### config.mk
export PLATFORM = sky130hd
export DESIGN_NAME = pam_site_scanner_flat
export DESIGN_NICKNAME = d
export VERILOG_FILES = /design/src/rtl/core/pss_pkg.sv /design/src/rtl/core/pss_if.sv /design/src/rtl/core/pss_window.sv /design/src/rtl/core/pss_match.sv /design/src/rtl/core/pss_emit.sv /design/src/rtl/core/pam_site_scanner.sv /design/src/flat_wrapper.sv
export SDC_FILE = /design/constraint.sdc
export NUM_CORES = 2
export LEC_CHECK = 0
export ABC_AREA = 1
export BUFFER_PORTS_ARGS = -buffer_cell sky130_fd_sc_hd__buf_4
export CORE_AREA = 2 2 360 362
export DETAILED_ROUTE_END_ITERATION = 8
export DIE_AREA = 0 0 362 364
export SLEW_MARGIN = 20
export SYNTH_ARGS = -nofsm -noshare
export SYNTH_HDL_FRONTEND = slang
export SYNTH_SLANG_ARGS = --single-unit
export TNS_END_PERCENT = 100
### constraint.sdc
create_clock -name clock -period 31.4 [get_ports clock]
set_input_delay 3.14 -clock clock [delete_from_list [all_inputs] [get_ports clock]]
set_output_delay 3.14 -clock clock [all_outputs]
set_load 0.01 [all_outputs]
### src/rtl/core/pss_pkg.sv
// ----------------------------------------------------------------------------
// PAM site scanner package
// Shared widths, reset values, register indexes, result types and the base
// and IUPAC decode functions used by the scanner modules.
// ----------------------------------------------------------------------------
package pss_pkg;

   // Field widths of the channels.
   localparam int CHAR_W      = 8;
   localparam int SEQ_W       = 16;
   localparam int POS_W       = 32;
   localparam int SITE_BITS_W = 64;
   localparam int GUIDE_LEN_W = 6;
   localparam int PAM_LEN_W   = 4;
   localparam int PAM_CODES_W = 64;
   localparam int CSR_INDEX_W = 4;
   localparam int CSR_DATA_W  = 64;
   localparam int BASE_W      = 3;

   // Default sizing of the window.
   localparam int MAX_GUIDE_DEF = 32;
   localparam int MAX_PAM_DEF   = 8;

   // Register reset values ("NGG" for the PAM).
   localparam logic [GUIDE_LEN_W-1:0] GUIDE_LEN_RST    = 6'd20;
   localparam logic [PAM_LEN_W-1:0]   PAM_LENGTH_RST   = 4'd3;
   localparam logic [PAM_CODES_W-1:0] PAM_CODES_RST    = 64'd4671310;
   localparam logic                   SCAN_MINUS_RST   = 1'b1;

   // Base code for anything that is not A, C, G or T.
   localparam logic [BASE_W-1:0] BASE_OTHER = 3'd4;

   // Configuration register indexes.
   typedef enum logic [CSR_INDEX_W-1:0] {
      CSR_GUIDE_LEN    = 4'd0,
      CSR_PAM_LENGTH   = 4'd1,
      CSR_PAM_CODES    = 4'd2,
      CSR_SCAN_MINUS   = 4'd3
   } csr_index_type;

   // One found site, without the strand and framing flags.
   typedef struct packed {
      logic [SITE_BITS_W-1:0] bits;
      logic [SEQ_W-1:0]       seq_id;
      logic [POS_W-1:0]       position;
   } site_type;

   // Which strands matched for the current step.
   typedef struct packed {
      logic plus_hit;
      logic minus_hit;
   } hits_type;

   // ASCII base to 3-bit code (A, C, G, T as 0 to 3), anything else to BASE_OTHER.
   function automatic logic [BASE_W-1:0] base_code(input logic [CHAR_W-1:0] ch);
      logic [BASE_W-1:0] code;
      case (ch) inside
         "A", "a": code = 3'd0;
         "C", "c": code = 3'd1;
         "G", "g": code = 3'd2;
         "T", "t": code = 3'd3;
         default:  code = BASE_OTHER;
      endcase
      return code;
   endfunction

   // IUPAC code to base set: bit 0 A, bit 1 C, bit 2 G, bit 3 T.
   function automatic logic [3:0] code_mask(input logic [CHAR_W-1:0] ch);
      logic [CHAR_W-1:0] up;
      logic [3:0]        mask;
      up = (ch >= "a" && ch <= "z") ? ch - 8'd32 : ch;
      case (up)
         "N":     mask = 4'd15;
         "A":     mask = 4'd1;
         "C":     mask = 4'd2;
         "G":     mask = 4'd4;
         "T":     mask = 4'd8;
         "R":     mask = 4'd5;
         "Y":     mask = 4'd10;
         "S":     mask = 4'd6;
         "W":     mask = 4'd9;
         "K":     mask = 4'd12;
         "M":     mask = 4'd3;
         "B":     mask = 4'd14;
         "D":     mask = 4'd13;
         "H":     mask = 4'd11;
         "V":     mask = 4'd7;
         default: mask = 4'd0;
      endcase
      return mask;
   endfunction

   // Complement of a base set swaps A with T and C with G.
   function automatic logic [3:0] comp_mask(input logic [3:0] m);
      return {m[0], m[1], m[2], m[3]};
   endfunction

   // A base is in a set; N takes every base, including unknown ones.
   function automatic logic base_in(input logic [BASE_W-1:0] b, input logic [3:0] m);
      logic hit;
      if (m == 4'hF) begin
         hit = 1'b1;
      end else if (b[2]) begin
         hit = 1'b0;
      end else begin
         hit = m[b[1:0]];
      end
      return hit;
   endfunction

endpackage

### src/rtl/core/pss_if.sv
// ----------------------------------------------------------------------------
// PAM site scanner channel interfaces
// Valid/ready channels for bases in, sites out and register writes.
// ----------------------------------------------------------------------------

// Base stream channel.
interface pss_req_if;
   logic                       valid;
   logic                       ready;
   logic [pss_pkg::CHAR_W-1:0] base_char;
   logic                       first_base;
   logic [pss_pkg::SEQ_W-1:0]  sequence_id;

   modport source (output valid, output base_char, output first_base,
                   output sequence_id, input ready);
   modport sink   (input valid, input base_char, input first_base,
                   input sequence_id, output ready);
endinterface

// Found site channel.
interface pss_rsp_if;
   logic                            valid;
   logic                            ready;
   logic [pss_pkg::SITE_BITS_W-1:0] site_bits;
   logic [pss_pkg::SEQ_W-1:0]       site_sequence;
   logic [pss_pkg::POS_W-1:0]       site_position;
   logic                            minus_strand;
   logic                            last_site;

   modport source (output valid, output site_bits, output site_sequence,
                   output site_position, output minus_strand, output last_site,
                   input ready);
   modport sink   (input valid, input site_bits, input site_sequence,
                   input site_position, input minus_strand, input last_site,
                   output ready);
endinterface

// Register write channel.
interface pss_csr_if;
   logic                            valid;
   logic                            ready;
   logic [pss_pkg::CSR_INDEX_W-1:0] index;
   logic [pss_pkg::CSR_DATA_W-1:0]  data;

   modport source (output valid, output index, output data, input ready);
   modport sink   (input valid, input index, input data, output ready);
endinterface

### src/rtl/core/pss_window.sv
// ----------------------------------------------------------------------------
// PAM site scanner base window
// Shift register of decoded bases with fill count, base position counter
// and the step register that holds one accepted base for the matcher.
// ----------------------------------------------------------------------------
module pss_window #(
   parameter int MAX_GUIDE = pss_pkg::MAX_GUIDE_DEF,
   parameter int MAX_PAM   = pss_pkg::MAX_PAM_DEF,
   localparam int DEPTH    = MAX_GUIDE + MAX_PAM,
   localparam int FILL_W   = $clog2(DEPTH + 1)
) (
   input  logic                               clock,
   input  logic                               reset,
   input  logic                               load,
   input  logic [pss_pkg::CHAR_W-1:0]         base_char,
   input  logic                               first_base,
   input  logic [pss_pkg::SEQ_W-1:0]          sequence_id,
   input  logic                               advance,
   output logic                               step_valid,
   output logic [DEPTH-1:0][pss_pkg::BASE_W-1:0] win,
   output logic [FILL_W-1:0]                  fill,
   output logic [pss_pkg::SEQ_W-1:0]          seq_id,
   output logic [pss_pkg::POS_W-1:0]          position
);

   logic [DEPTH-1:0][pss_pkg::BASE_W-1:0] win_ff, win_in;
   logic [FILL_W-1:0]                     fill_ff, fill_in;
   logic [pss_pkg::POS_W-1:0]             index_ff, index_in;
   logic                                  valid_ff, valid_in;
   logic [pss_pkg::SEQ_W-1:0]             seq_ff, seq_in;
   logic [pss_pkg::POS_W-1:0]             pos_ff, pos_in;

   // Shift in a new base; a sequence start restarts the count and position.
   always_comb begin
      win_in   = win_ff;
      fill_in  = fill_ff;
      index_in = index_ff;
      seq_in   = seq_ff;
      pos_in   = pos_ff;
      valid_in = valid_ff & ~advance;
      if (load) begin
         win_in   = {win_ff[DEPTH-2:0], pss_pkg::base_code(base_char)};
         seq_in   = sequence_id;
         valid_in = 1'b1;
         if (first_base) begin
            fill_in  = FILL_W'(1);
            pos_in   = '0;
            index_in = pss_pkg::POS_W'(1);
         end else begin
            fill_in  = (fill_ff < FILL_W'(DEPTH)) ? fill_ff + FILL_W'(1) : fill_ff;
            pos_in   = index_ff;
            index_in = index_ff + pss_pkg::POS_W'(1);
         end
      end
   end

   // Window state and step valid.
   always_ff @(posedge clock) begin
      if (reset) begin
         win_ff   <= '0;
         fill_ff  <= '0;
         index_ff <= '0;
         valid_ff <= 1'b0;
      end else begin
         win_ff   <= win_in;
         fill_ff  <= fill_in;
         index_ff <= index_in;
         valid_ff <= valid_in;
      end
   end

   // Step payload.
   always_ff @(posedge clock) begin
      seq_ff <= seq_in;
      pos_ff <= pos_in;
   end

   assign step_valid = valid_ff;
   assign win        = win_ff;
   assign fill       = fill_ff;
   assign seq_id     = seq_ff;
   assign position   = pos_ff;

endmodule

### src/rtl/core/pss_match.sv
// ----------------------------------------------------------------------------
// PAM site scanner matcher
// Checks the newest guide+PAM bases of the window for a plus strand and a
// minus strand site and packs the guide of each.
// ----------------------------------------------------------------------------
module pss_match #(
   parameter int MAX_GUIDE = pss_pkg::MAX_GUIDE_DEF,
   parameter int MAX_PAM   = pss_pkg::MAX_PAM_DEF,
   localparam int DEPTH    = MAX_GUIDE + MAX_PAM,
   localparam int FILL_W   = $clog2(DEPTH + 1)
) (
   input  logic [DEPTH-1:0][pss_pkg::BASE_W-1:0] win,
   input  logic [FILL_W-1:0]                  fill,
   input  logic [pss_pkg::SEQ_W-1:0]          seq_id,
   input  logic [pss_pkg::POS_W-1:0]          position,
   input  logic [pss_pkg::GUIDE_LEN_W-1:0]    guide_len,
   input  logic [pss_pkg::PAM_LEN_W-1:0]      pam_length,
   input  logic [pss_pkg::PAM_CODES_W-1:0]    pam_codes,
   input  logic                               scan_minus,
   output pss_pkg::hits_type                  hits,
   output pss_pkg::site_type                  plus_site,
   output pss_pkg::site_type                  minus_site
);

   logic [MAX_PAM-1:0][3:0]                pam_mask;
   logic [MAX_PAM-1:0][pss_pkg::BASE_W-1:0] pam_rev, plus_pam;
   logic [DEPTH-1:0][pss_pkg::BASE_W-1:0]  plus_guide, minus_pam;
   logic [MAX_GUIDE-1:0][1:0]              guide_rc, minus_guide;
   logic [7:0]                             pam_skip, guide_skip;
   logic [6:0]                             win_len;
   logic                                   len_ok;
   logic                                   plus_ok, minus_ok;
   logic [pss_pkg::SITE_BITS_W-1:0]        plus_bits, minus_bits;
   logic [pss_pkg::POS_W-1:0]              plus_pos;

   // Length limits and window fill.
   always_comb begin
      win_len = 7'(guide_len) + 7'(pam_length);
      len_ok  = (guide_len != '0) && (7'(guide_len) <= 7'(MAX_GUIDE)) &&
                (pam_length != '0) && (7'(pam_length) <= 7'(MAX_PAM)) &&
                (7'(fill) >= win_len);
   end

   // Line the window up for each check: newest PAM bases reversed and
   // shifted to PAM order, guide bases behind the PAM, minus PAM behind the
   // protospacer and the complemented protospacer reversed.
   always_comb begin
      pam_skip   = 8'(MAX_PAM) - 8'(pam_length);
      guide_skip = 8'(MAX_GUIDE) - 8'(guide_len);
      for (int q = 0; q < MAX_PAM; q++) begin
         pam_mask[q] = pss_pkg::code_mask(pam_codes[8*q +: 8]);
         pam_rev[q]  = win[MAX_PAM-1-q];
      end
      for (int m = 0; m < MAX_GUIDE; m++) begin
         guide_rc[m] = ~win[MAX_GUIDE-1-m][1:0];
      end
      plus_pam    = pam_rev >> (pam_skip * 8'd3);
      plus_guide  = win >> (7'(pam_length) * 7'd3);
      minus_pam   = win >> (8'(guide_len) * 8'd3);
      minus_guide = guide_rc >> {guide_skip, 1'b0};
   end

   // Plus strand: PAM after the guide, guide made of plain bases.
   always_comb begin
      plus_ok   = len_ok;
      plus_bits = '0;
      for (int q = 0; q < MAX_PAM; q++) begin
         if (pss_pkg::PAM_LEN_W'(q) < pam_length &&
             !pss_pkg::base_in(plus_pam[q], pam_mask[q])) begin
            plus_ok = 1'b0;
         end
      end
      for (int m = 0; m < MAX_GUIDE; m++) begin
         if (pss_pkg::GUIDE_LEN_W'(m) < guide_len) begin
            plus_bits[2*m +: 2] = plus_guide[m][1:0];
            if (plus_guide[m][2]) begin
               plus_ok = 1'b0;
            end
         end
      end
   end

   // Minus strand: complemented PAM in reverse before the protospacer.
   always_comb begin
      minus_ok   = len_ok & scan_minus;
      minus_bits = '0;
      for (int q = 0; q < MAX_PAM; q++) begin
         if (pss_pkg::PAM_LEN_W'(q) < pam_length &&
             !pss_pkg::base_in(minus_pam[q], pss_pkg::comp_mask(pam_mask[q]))) begin
            minus_ok = 1'b0;
         end
      end
      for (int m = 0; m < MAX_GUIDE; m++) begin
         if (pss_pkg::GUIDE_LEN_W'(m) < guide_len) begin
            minus_bits[2*m +: 2] = minus_guide[m];
            if (win[m][2]) begin
               minus_ok = 1'b0;
            end
         end
      end
   end

   // Site start positions.
   assign plus_pos = position - pss_pkg::POS_W'(win_len) + pss_pkg::POS_W'(1);

   assign hits.plus_hit       = plus_ok;
   assign hits.minus_hit      = minus_ok;
   assign plus_site.bits      = plus_bits;
   assign plus_site.seq_id    = seq_id;
   assign plus_site.position  = plus_pos;
   assign minus_site.bits     = minus_bits;
   assign minus_site.seq_id   = seq_id;
   assign minus_site.position = plus_pos + pss_pkg::POS_W'(pam_length);

endmodule

### src/rtl/core/pss_emit.sv
// ----------------------------------------------------------------------------
// PAM site scanner result stage
// Holds the plus and minus site of one step and hands them out one per
// transfer, plus strand first.
// ----------------------------------------------------------------------------
module pss_emit (
   input  logic               clock,
   input  logic               reset,
   input  logic               step_valid,
   input  pss_pkg::hits_type  hits,
   input  pss_pkg::site_type  plus_site,
   input  pss_pkg::site_type  minus_site,
   output logic               free,
   pss_rsp_if.source          rsp
);

   logic              plus_pend_ff, plus_pend_in;
   logic              minus_pend_ff, minus_pend_in;
   pss_pkg::site_type plus_data_ff, minus_data_ff;
   logic              rsp_fire;
   logic              load;
   logic              last;

   // Output selection: plus first, last flag when only one remains.
   assign last     = ~(plus_pend_ff & minus_pend_ff);
   assign rsp_fire = rsp.valid & rsp.ready;
   assign free     = ~(plus_pend_ff | minus_pend_ff) | (rsp_fire & last);
   assign load     = step_valid & free;

   assign rsp.valid         = plus_pend_ff | minus_pend_ff;
   assign rsp.minus_strand  = ~plus_pend_ff;
   assign rsp.last_site     = last;
   assign rsp.site_bits     = plus_pend_ff ? plus_data_ff.bits : minus_data_ff.bits;
   assign rsp.site_sequence = plus_pend_ff ? plus_data_ff.seq_id : minus_data_ff.seq_id;
   assign rsp.site_position = plus_pend_ff ? plus_data_ff.position
                                           : minus_data_ff.position;

   // Pending flags: a new step loads both, a transfer retires the shown one.
   always_comb begin
      plus_pend_in  = plus_pend_ff;
      minus_pend_in = minus_pend_ff;
      if (load) begin
         plus_pend_in  = hits.plus_hit;
         minus_pend_in = hits.minus_hit;
      end else if (rsp_fire) begin
         if (plus_pend_ff) begin
            plus_pend_in = 1'b0;
         end else begin
            minus_pend_in = 1'b0;
         end
      end
   end

   always_ff @(posedge clock) begin
      if (reset) begin
         plus_pend_ff  <= 1'b0;
         minus_pend_ff <= 1'b0;
      end else begin
         plus_pend_ff  <= plus_pend_in;
         minus_pend_ff <= minus_pend_in;
      end
   end

   // Site payload.
   always_ff @(posedge clock) begin
      if (load) begin
         plus_data_ff  <= plus_site;
         minus_data_ff <= minus_site;
      end
   end

   // The second site of a pair follows its first.
   a_pair_second: assert property (@(posedge clock) disable iff (reset)
      rsp_fire && !rsp.last_site |=> rsp.valid && rsp.minus_strand)
      else $error("minus site of a pair was lost");

   // A step without a site leaves nothing to send.
   a_empty_step: assert property (@(posedge clock) disable iff (reset)
      load && !hits.plus_hit && !hits.minus_hit |=> !rsp.valid)
      else $error("result shown for a step without a site");

   // Sending the last site with no step waiting empties the stage.
   a_drain: assert property (@(posedge clock) disable iff (reset)
      rsp_fire && rsp.last_site && !step_valid |=> !rsp.valid)
      else $error("result repeated after its last transfer");

endmodule

### src/rtl/core/pam_site_scanner.sv
// ----------------------------------------------------------------------------
// PAM site scanner
// Streams DNA bases through a guide+PAM window and reports every plus strand
// and (if enabled) minus site whose PAM matches the programmed IUPAC pattern.
// ----------------------------------------------------------------------------
// Usage:
//  - req_if carries one ASCII base per transfer with its sequence id;
//    first_base restarts the position count and window fill.
//  - rsp_if carries found sites: packed guide, sequence id, forward start
//    position and strand. last_site marks the final site of a base.
//  - csr_if writes the guide length, PAM length, PAM codes and the minus
//    strand enable by index; it is always ready. The user must use it only
//    while no base is in flight; the block itself does not enforce this.
//  - A site passes through the window register and then the result
//    register before it is shown.
//  - Throughput: one base per cycle while each base yields at most one site
//    and rsp_if is ready; a base with a plus and a minus site holds the
//    input back, since the result register sends one site per transfer.
//  - Reset clears the window, fill and position and loads the default
//    registers (guide 20, PAM "NGG", both strands).
//  - When rsp_if stalls, the result register holds its sites and one more
//    base waits in the window register; then req_if drops ready.
// ----------------------------------------------------------------------------
module pam_site_scanner #(
   parameter int MAX_GUIDE = pss_pkg::MAX_GUIDE_DEF,
   parameter int MAX_PAM   = pss_pkg::MAX_PAM_DEF
) (
   input  logic      clock,
   input  logic      reset,
   pss_req_if.sink   req_if,
   pss_rsp_if.source rsp_if,
   pss_csr_if.sink   csr_if
);

   localparam int DEPTH  = MAX_GUIDE + MAX_PAM;
   localparam int FILL_W = $clog2(DEPTH + 1);

   logic [pss_pkg::GUIDE_LEN_W-1:0]       guide_len_ff;
   logic [pss_pkg::PAM_LEN_W-1:0]         pam_length_ff;
   logic [pss_pkg::PAM_CODES_W-1:0]       pam_codes_ff;
   logic                                  scan_minus_ff;
   logic                                  accept;
   logic                                  advance;
   logic                                  step_valid;
   logic                                  free;
   logic [DEPTH-1:0][pss_pkg::BASE_W-1:0] win;
   logic [FILL_W-1:0]                     fill;
   logic [pss_pkg::SEQ_W-1:0]             seq_id;
   logic [pss_pkg::POS_W-1:0]             position;
   pss_pkg::hits_type                     hits;
   pss_pkg::site_type                     plus_site;
   pss_pkg::site_type                     minus_site;

   // Configuration registers.
   assign csr_if.ready = 1'b1;

   always_ff @(posedge clock) begin
      if (reset) begin
         guide_len_ff    <= pss_pkg::GUIDE_LEN_RST;
         pam_length_ff   <= pss_pkg::PAM_LENGTH_RST;
         pam_codes_ff    <= pss_pkg::PAM_CODES_RST;
         scan_minus_ff   <= pss_pkg::SCAN_MINUS_RST;
      end else if (csr_if.valid && csr_if.ready) begin
         unique case (pss_pkg::csr_index_type'(csr_if.index))
            pss_pkg::CSR_GUIDE_LEN:
               guide_len_ff <= csr_if.data[pss_pkg::GUIDE_LEN_W-1:0];
            pss_pkg::CSR_PAM_LENGTH:
               pam_length_ff <= csr_if.data[pss_pkg::PAM_LEN_W-1:0];
            pss_pkg::CSR_PAM_CODES:
               pam_codes_ff <= csr_if.data;
            pss_pkg::CSR_SCAN_MINUS:
               scan_minus_ff <= csr_if.data[0];
            default: begin
            end
         endcase
      end
   end

   // Flow control: the window register moves on when the result stage frees.
   assign advance      = step_valid & free;
   assign req_if.ready = ~step_valid | free;
   assign accept       = req_if.valid & req_if.ready;

   pss_window #(
      .MAX_GUIDE (MAX_GUIDE),
      .MAX_PAM   (MAX_PAM)
   ) u_window (
      .clock       (clock),
      .reset       (reset),
      .load        (accept),
      .base_char   (req_if.base_char),
      .first_base  (req_if.first_base),
      .sequence_id (req_if.sequence_id),
      .advance     (advance),
      .step_valid  (step_valid),
      .win         (win),
      .fill        (fill),
      .seq_id      (seq_id),
      .position    (position)
   );

   pss_match #(
      .MAX_GUIDE (MAX_GUIDE),
      .MAX_PAM   (MAX_PAM)
   ) u_match (
      .win          (win),
      .fill         (fill),
      .seq_id       (seq_id),
      .position     (position),
      .guide_len    (guide_len_ff),
      .pam_length   (pam_length_ff),
      .pam_codes    (pam_codes_ff),
      .scan_minus   (scan_minus_ff),
      .hits         (hits),
      .plus_site    (plus_site),
      .minus_site   (minus_site)
   );

   pss_emit u_emit (
      .clock      (clock),
      .reset      (reset),
      .step_valid (step_valid),
      .hits       (hits),
      .plus_site  (plus_site),
      .minus_site (minus_site),
      .free       (free),
      .rsp        (rsp_if)
   );

endmodule
### src/flat_wrapper.sv
// flat-port wrapper written by rule: the top's interface ports become plain ports
module pam_site_scanner_flat 
#(
   parameter int MAX_GUIDE = pss_pkg::MAX_GUIDE_DEF,
   parameter int MAX_PAM   = pss_pkg::MAX_PAM_DEF
)
  (clock, reset, req_if_valid, req_if_base_char, req_if_first_base, req_if_sequence_id, req_if_ready, rsp_if_valid, rsp_if_site_bits, rsp_if_site_sequence, rsp_if_site_position, rsp_if_minus_strand, rsp_if_last_site, rsp_if_ready, csr_if_valid, csr_if_index, csr_if_data, csr_if_ready);
  pss_req_if req_if_i ();
  pss_rsp_if rsp_if_i ();
  pss_csr_if csr_if_i ();
  input  logic clock;
  input  logic reset;
  input wire logic [$bits(req_if_i.valid)-1:0] req_if_valid;
  input wire logic [$bits(req_if_i.base_char)-1:0] req_if_base_char;
  input wire logic [$bits(req_if_i.first_base)-1:0] req_if_first_base;
  input wire logic [$bits(req_if_i.sequence_id)-1:0] req_if_sequence_id;
  output wire logic [$bits(req_if_i.ready)-1:0] req_if_ready;
  output wire logic [$bits(rsp_if_i.valid)-1:0] rsp_if_valid;
  output wire logic [$bits(rsp_if_i.site_bits)-1:0] rsp_if_site_bits;
  output wire logic [$bits(rsp_if_i.site_sequence)-1:0] rsp_if_site_sequence;
  output wire logic [$bits(rsp_if_i.site_position)-1:0] rsp_if_site_position;
  output wire logic [$bits(rsp_if_i.minus_strand)-1:0] rsp_if_minus_strand;
  output wire logic [$bits(rsp_if_i.last_site)-1:0] rsp_if_last_site;
  input wire logic [$bits(rsp_if_i.ready)-1:0] rsp_if_ready;
  input wire logic [$bits(csr_if_i.valid)-1:0] csr_if_valid;
  input wire logic [$bits(csr_if_i.index)-1:0] csr_if_index;
  input wire logic [$bits(csr_if_i.data)-1:0] csr_if_data;
  output wire logic [$bits(csr_if_i.ready)-1:0] csr_if_ready;
  assign req_if_i.valid = req_if_valid;
  assign req_if_i.base_char = req_if_base_char;
  assign req_if_i.first_base = req_if_first_base;
  assign req_if_i.sequence_id = req_if_sequence_id;
  assign req_if_ready = req_if_i.ready;
  assign rsp_if_valid = rsp_if_i.valid;
  assign rsp_if_site_bits = rsp_if_i.site_bits;
  assign rsp_if_site_sequence = rsp_if_i.site_sequence;
  assign rsp_if_site_position = rsp_if_i.site_position;
  assign rsp_if_minus_strand = rsp_if_i.minus_strand;
  assign rsp_if_last_site = rsp_if_i.last_site;
  assign rsp_if_i.ready = rsp_if_ready;
  assign csr_if_i.valid = csr_if_valid;
  assign csr_if_i.index = csr_if_index;
  assign csr_if_i.data = csr_if_data;
  assign csr_if_ready = csr_if_i.ready;
  pam_site_scanner #(.MAX_GUIDE(MAX_GUIDE), .MAX_PAM(MAX_PAM)) u_core (.clock(clock), .reset(reset), .req_if(req_if_i), .rsp_if(rsp_if_i), .csr_if(csr_if_i));
endmodule
# After elaboration in Yosys (flattened, before gate mapping)
# Cells that the tools add are included.
[op_classes]
addsub = 16
mul = 3
magnitude_cmp = 76
eq_ne = 148
shift = 4
muxes = 239
n_bitwise = 47
n_reduce_logical = 59
[ops]
columns = ["operator", "n"]
rows = [
  ["$eq A8 B7 Y1 const B", 128],
  ["$pmux W4 S15", 8],
  ["$mux W1", 198],
  ["$shr A120 B6 Y96", 1],
  ["$shr A120 B8 Y24", 1],
  ["$lt A5 B6 Y1 const A", 16],
  ["$add A32 B1 Y32 const B", 2],
  ["$eq A4 B4 Y1 const B", 16],
  ["$ge A8 B7 Y1 const B", 8],
  ["$le A8 B7 Y1 const B", 8],
  ["$mux W32", 2],
  ["$mux W64", 1],
  ["$mux W8", 8],
  ["$not A2 Y2", 32],
  ["$shr A64 B9 Y64", 1],
  ["$sub A8 B6 Y8 const B", 8],
  ["$lt A2 B3 Y1 const B", 16],
  ["$lt A4 B6 Y1 const A", 8],
  ["$add A32 B4 Y32", 1],
  ["$bmux W1 S2", 16],
  ["$sub A32 B7 Y32", 1],
  ["$logic_and A1 B1 Y1", 28],
  ["$lt A3 B6 Y1 const A", 4],
  ["$shr A24 B8 Y24", 1],
  ["31 further kinds", 79],
]
[word_totals]
register_bits = 492
in_bits = 98
output_inout_bits = 117
elab_cells = 710

# Longest topological paths before layout
[depth]
ltp_word = 84
ltp_mapped = 30
ltp_nobuf = 28

# Modules after synthesis
# A second synthesis with hierarchy kept.
[hier_totals]
cells_unflattened = 7858
area_unflattened_um2 = 47181.5
[by_module_without_submodules]
columns = ["mod", "n_inst", "cells_per_inst", "area_each_um2", "seq_area_each_um2"]
rows = [
  ["pss_match", 1, 5719, 27452.6, 0.0],
  ["pss_emit", 1, 601, 8254.2, 6766.5],
  ["pss_window", 1, 953, 7791.2, 4624.4],
  ["pam_site_scanner", 1, 585, 3683.5, 1501.4],
]

# Worst setup path after synthesis
# No wires, ideal clock.
[synth_path]
kind = "input port to flip-flop"
start = "in rsp_if_ready"
end = "reg u_core.u_emit.minus_pend_ff"
setup_time_ns = 0.070
arrival_ns = 20.590
required_time_ns = 31.330
slack_ns = 10.739
cell_stages = 10
path_buffers = 0
path_cell_list = "nand2_2 > a21boi_0 > o21ai_0 > nor4_1 > nand3_1 > nor3_1 > nand2_1 > nor2_1 > nand3_1 > a21oi_1"
[synth_via]
elab_chain_len = 6
elab_cells_between_ends = 8
classes_between = "eq/ne: 1; mux: 1; bitwise: 4; reduce/logical: 2"
[synth_lines]
columns = ["item", "line_no", "source"]
rows = [
  ["start: declaration", "flat_wrapper.sv:24", "input wire logic [$bits(rsp_if_i.ready)-1:0] rsp_if_ready;"],
  ["$and A1 B1 Y1 *", "pss_emit.sv:26", "assign rsp_fire = rsp.valid & rsp.ready;"],
  ["$and A1 B1 Y1 *", "pss_emit.sv:27", "assign free = ~(plus_pend_ff | minus_pend_ff) | (rsp_fire & last);"],
  ["$or A1 B1 Y1 *", "pss_emit.sv:27", ""],
  ["$and A1 B1 Y1 *", "n/a", ""],
  ["net u_core.advance", "pam_site_scanner.sv:43", "logic advance;"],
  ["$ne A2 B1 Y1 (no source line) or $reduce_bool A2 Y1 (tied branches)", "n/a", ""],
  ["$reduce_and A2 Y1 (no source line)", "n/a", ""],
  ["end signal: assignment", "pss_emit.sv:60", "minus_pend_ff <= minus_pend_in;"],
  ["end: declaration", "pss_emit.sv:18", "logic minus_pend_ff, minus_pend_in;"],
]
# Mark *: on every way through the listed nets, which the timed path passes. The rest lies on a longest branch.
# A chain may end at the register's enable or synchronous reset.

# Worst setup path in the final report
[layout_path]
start = "reg u_core.guide_len_ff[1] (netlist bit)"
end = "reg u_core.u_emit.minus_pend_ff"
[layout_via]
elab_chain_len = 81
elab_cells_between_ends = 164
classes_between = "add/sub: 1; mul: 1; order compare: 34; shift: 1; mux: 105; bitwise: 1; reduce/logical: 21"
[layout_lines]
columns = ["item", "line_no", "source"]
rows = [
  ["start: declaration", "pam_site_scanner.sv:38", "logic [pss_pkg::GUIDE_LEN_W-1:0] guide_len_ff;"],
  ["start signal: assignment", "pam_site_scanner.sv:59", "guide_len_ff <= pss_pkg::GUIDE_LEN_RST;"],
  ["start signal: assignment", "pam_site_scanner.sv:66", "guide_len_ff <= csr_if.data[pss_pkg::GUIDE_LEN_W-1:0];"],
  ["$mul A6 B2 Y8", "pss_match.sv:59", "minus_pam = win >> (8'(guide_len) * 8'd3);"],
  ["$shr A120 B8 Y24", "pss_match.sv:59", ""],
  ["$bmux W1 S2", "pss_pkg.sv:106", "hit = m[b[1:0]];"],
  ["$mux W1 (not written as such)", "pss_pkg.sv:106", ""],
  ["$mux W1", "pss_pkg.sv:103", "end else if (b[2]) begin"],
  ["$mux W1", "pss_pkg.sv:101", "if (m == 4'hF) begin"],
  ["$logic_not A1 Y1", "pss_match.sv:89", "!pss_pkg::base_in(minus_pam[q], pss_pkg::comp_mask(pam_mask[q]))) begin"],
  ["$logic_and A1 B1 Y1", "pss_match.sv:88", "if (pss_pkg::PAM_LEN_W'(q) < pam_length &&"],
  ["[... 65 more ...]", "n/a", ""],
  ["$mux W1", "pss_match.sv:94", "if (pss_pkg::GUIDE_LEN_W'(m) < guide_len) begin"],
  ["$mux W1", "pss_match.sv:96", "if (win[m][2]) begin"],
  ["$mux W1", "pss_match.sv:94", ""],
  ["$mux W1", "pss_match.sv:96", ""],
  ["$mux W1", "pss_match.sv:94", ""],
  ["$mux W1", "pss_match.sv:96", ""],
  ["$mux W1 *", "pss_match.sv:94", ""],
  ["$mux W1 *", "pss_emit.sv:42", "if (load) begin"],
]
# Every way passes the cells marked *; elsewhere a longest branch is shown, timed or not. The select of a mux whose other input is x is not followed.

==> impl_metrics.toml <==
[worst_setup_path]
critPathRequiredTime_ns = 32.02
crit_type = "flop to flop"
worstSetupStartpointType = "flop"
arrival_ns = 7.54
crit_fanout = 65
crit_chain = "ha_1, fa_4, clkinv_2, buf_4, nand3_1, nand3_1, nand2_1, o21ai_0, nand2_1, nand2_1, nand2_1, nand3_1, nand3_1, nand2_1, a21oi_1, nor2_1, nand3_1, a21oi_1"
slowest_stage = "fa_4"
cp-end-kind = "flop"
r2r_start = "u_core.guide_len_ff[1]"
cpPeakStageDelay_ns = 1.07
cp.buffers_inverters = 2
startpoint = "u_core.guide_len_ff[1]"
critPathTopFamily = "adder cells"

[global_route]
antenna_found_initial = 7
grt_pass1_vias = 45669
grtUsageTotal = 0.289
grt_first_pass_wirelength_um = 290000
gr-total-overflow = 0
grt_max_degree = 111

[logic_synthesis]
syn_nets = 7552
synth_area_per_cell_um2 = 6.04
netlist_area_um2 = 44400
ys_seq_elements = 492
ys.flop_type = "edfxtp_1"
synth-async-reset-ratio = 0
ys_types = 70
seq_area_frac_synth = 0.279
synth_edf_count = 256
synthCells = 7356
yosysWarnings = 0

[final_layout]
areaGrowthSynthToFinish_pct = 9.81
stdcell_count = 8953
fillers = 14174
postLayoutCellArea_um2 = 48800
drive_gt1_frac = 0.0651
nets = 7427
final_common_cell = "nand2_1"
layout_common_cells = "nand2_1 (2090), nand3_1 (1757), inv_1 (553), o21ai_0 (509), nor2_1 (479)"

[min_path]
min_path_type = "flop to flop"
worstHoldStart = "u_core.u_window.seq_id[13]"

[routing]
vias = 51238
wirelength_um = 199000
drc = 0
drt_pass1_iterations = 6
ant_nets = 0
post_drt_wl_per_cell_um = 22.2
drt_iter0_markers = 6143
vias_per_cell = 5.72

[cts]
clock-sinks = 492
cts_setup_buffers = 0
h-tree-depth = 2
clk_path_buf_depth = 3
cts_tree = "done"
cts_resized = 0
cts-buffers-inserted = 58
root_buffer = "clkbuf_16"
clk_latency_ns = 0.69
cts_hold_buf = 0
cts.clk_slew.worst_paths_ns = 0.07

[status]
status = "finished, final reports clean"

[die]
core_um2 = 128000
die-area_um2 = 132000
num_rows = 132
start_util = 0.346
die_h_um = 364
pin_count = 215
die_w_um = 362

[timing]
relSlewSlack = 0.133
fmax_mhz = 144
setup_tns_ns = 0
hold_viol = 0
slew_violations = 0
tightest_slew_ns = 1.29
fin_crit_sh = 0.220
clock_skew_ns = 0.0475
grt_setup_unrepaired = "no"
finalCriticalPeriod_ns = 6.92
setup_violations = 0

[pwr]
total_power_mw = 2.15
ir_worst_vdd_v = 0.0000439
leakage_nw = 21.8
power_density_nw_per_um2 = 44.1

[placed_design]
hpwl_um = 155000
place_area_um2 = 46800
gp_congestion = 1.03
numPortBuffers = 212
dp_cells = 8846

[flow_run]
maxCapViolCount = 0
stage by stage:
| stage | setup slack [ns] | util | hold slack, ns |
|---|---|---|---|
| after global routing | 24.15 | 0.380 | 0.421 |
| after global placement | 24.43 | 0.365 | 0.401 |
| final | 24.48 | 0.380 | 0.415 |
| after CTS | 24.34 | 0.380 | 0.418 |
| after detailed placement | 24.37 | 0.365 | 0.405 |
| after floorplan | 10.74 | - | 0.400 |
flip-flops by register name, indices dropped and copies added, names as in the netlist, 6 cells and up:
register and flops:
u_core.u_window.fill 6, u_core.pam_codes_ff 64, u_core.u_emit.minus_data_ff 112, u_core.guide_len_ff 6, u_core.u_emit.plus_data_ff 96, u_core.u_window.win 120, u_core.u_window.seq_id 16, u_core.u_window.index_ff 32
u_core.u_window.position 32
report_power, final:
group / switching [mW] / internal, mW
clock network: 0.301 / 0.419
registers: 0.0282 / 0.721
logic: 0.494 / 0.192
worst reg2reg max path: cells and delay by family (launching register included):
family	cells	cell delay, ns
adder cells (fa/ha/maj)	2	1.89
flip-flops	1	0.97
AO/OA/AOI/OAI	3	0.68
buffers and inverters	2	1.45
AND/OR/NAND/NOR	11	1.84
final timing paths:
check / to / slack [ns] / depth (start not counted)
setup / recovery: u_core.u_emit.minus_pend_ff / 24.48 / 18
hold / removal: u_core.u_emit.minus_data_ff[45] / 0.42 / 0
setup reg to reg: u_core.u_emit.minus_pend_ff / 24.48 / 18
hold reg to reg: u_core.u_emit.minus_data_ff[45] / 0.42 / 0
metal layers:
| layer | part of all wire | up-vias | global-route usage |
|---|---|---|---|
| met2 | 0.43 | 2378 | 0.445 |
| met3 | 0.086 | 350 | 0.0474 |
| met4 | 0.046 | 6 | 0.122 |
| li1 | - | 24618 | - |
| met5 | 0.00024 | - | 0 |
| met1 | 0.44 | 23886 | 0.399 |
cell usage after synthesis (all sizes together) (2+ instances only):
cell | instances | share of area
o21bai | 5 | 0.00093
o22ai | 9 | 0.0013
nor2 | 494 | 0.043
edfxtp | 256 | 0.17
a22oi | 4 | 0.00068
o211ai | 49 | 0.0083
a31oi | 38 | 0.0053
a211oi | 13 | 0.0023
xor2 | 57 | 0.011
mux2i | 12 | 0.0027
o21ai | 524 | 0.059
dfxtp | 236 | 0.11
a21boi | 9 | 0.0016
nand3b | 12 | 0.0020
o221ai | 8 | 0.0016
inv | 576 | 0.049
clkinv | 10 | 0.00084
nor4 | 13 | 0.0022
buf | 262 | 0.029
or2 | 11 | 0.0015
a21o | 4 | 0.00068
clkbuf | 198 | 0.017
a221oi | 2 | 0.00039
a21oi | 400 | 0.045
nand3 | 1763 | 0.20
xnor2 | 11 | 0.0022
nand4 | 71 | 0.010
o31ai | 3 | 0.00051
ha | 92 | 0.026
and2 | 8 | 0.0011
o311ai | 3 | 0.00059
nor3 | 62 | 0.0079
nand2 | 2102 | 0.18
a311oi | 17 | 0.0033
o2111ai | 2 | 0.00039
fa | 6 | 0.0027
o21a | 5 | 0.00084
cells by family (layout without fill, tap and decap cells):
family / count (synthesis) / after routing / share of synthesized area
AO/OA/AOI/OAI: 1100 / 1100 / 0.134
XOR/XNOR: 68 / 68 / 0.0136
adder cells (fa/ha/maj): 98 / 98 / 0.0286
buffers and inverters: 1046 / 967 / 0.0956
flip-flops: 492 / 492 / 0.279
multiplexers: 12 / 12 / 0.00270
other: 1 / 2 / 0.0000844
AND/OR/NAND/NOR: 4539 / 4539 / 0.446
layout make-up:
type	count	area (µm²)	share of cell area
diodes	1	2.50	0.0000513
clock buffers	75	1710	0.0351
clock inverters	31	304	0.00623
inverters	586	2220	0.0454
multi-input cells	5818	28000	0.573
flip-flops and latches	492	12400	0.255
well taps	1675	2100	0.0429
repair buffers	275	2080	0.0426
Note: power is estimated with default switching activity, not from simulation.
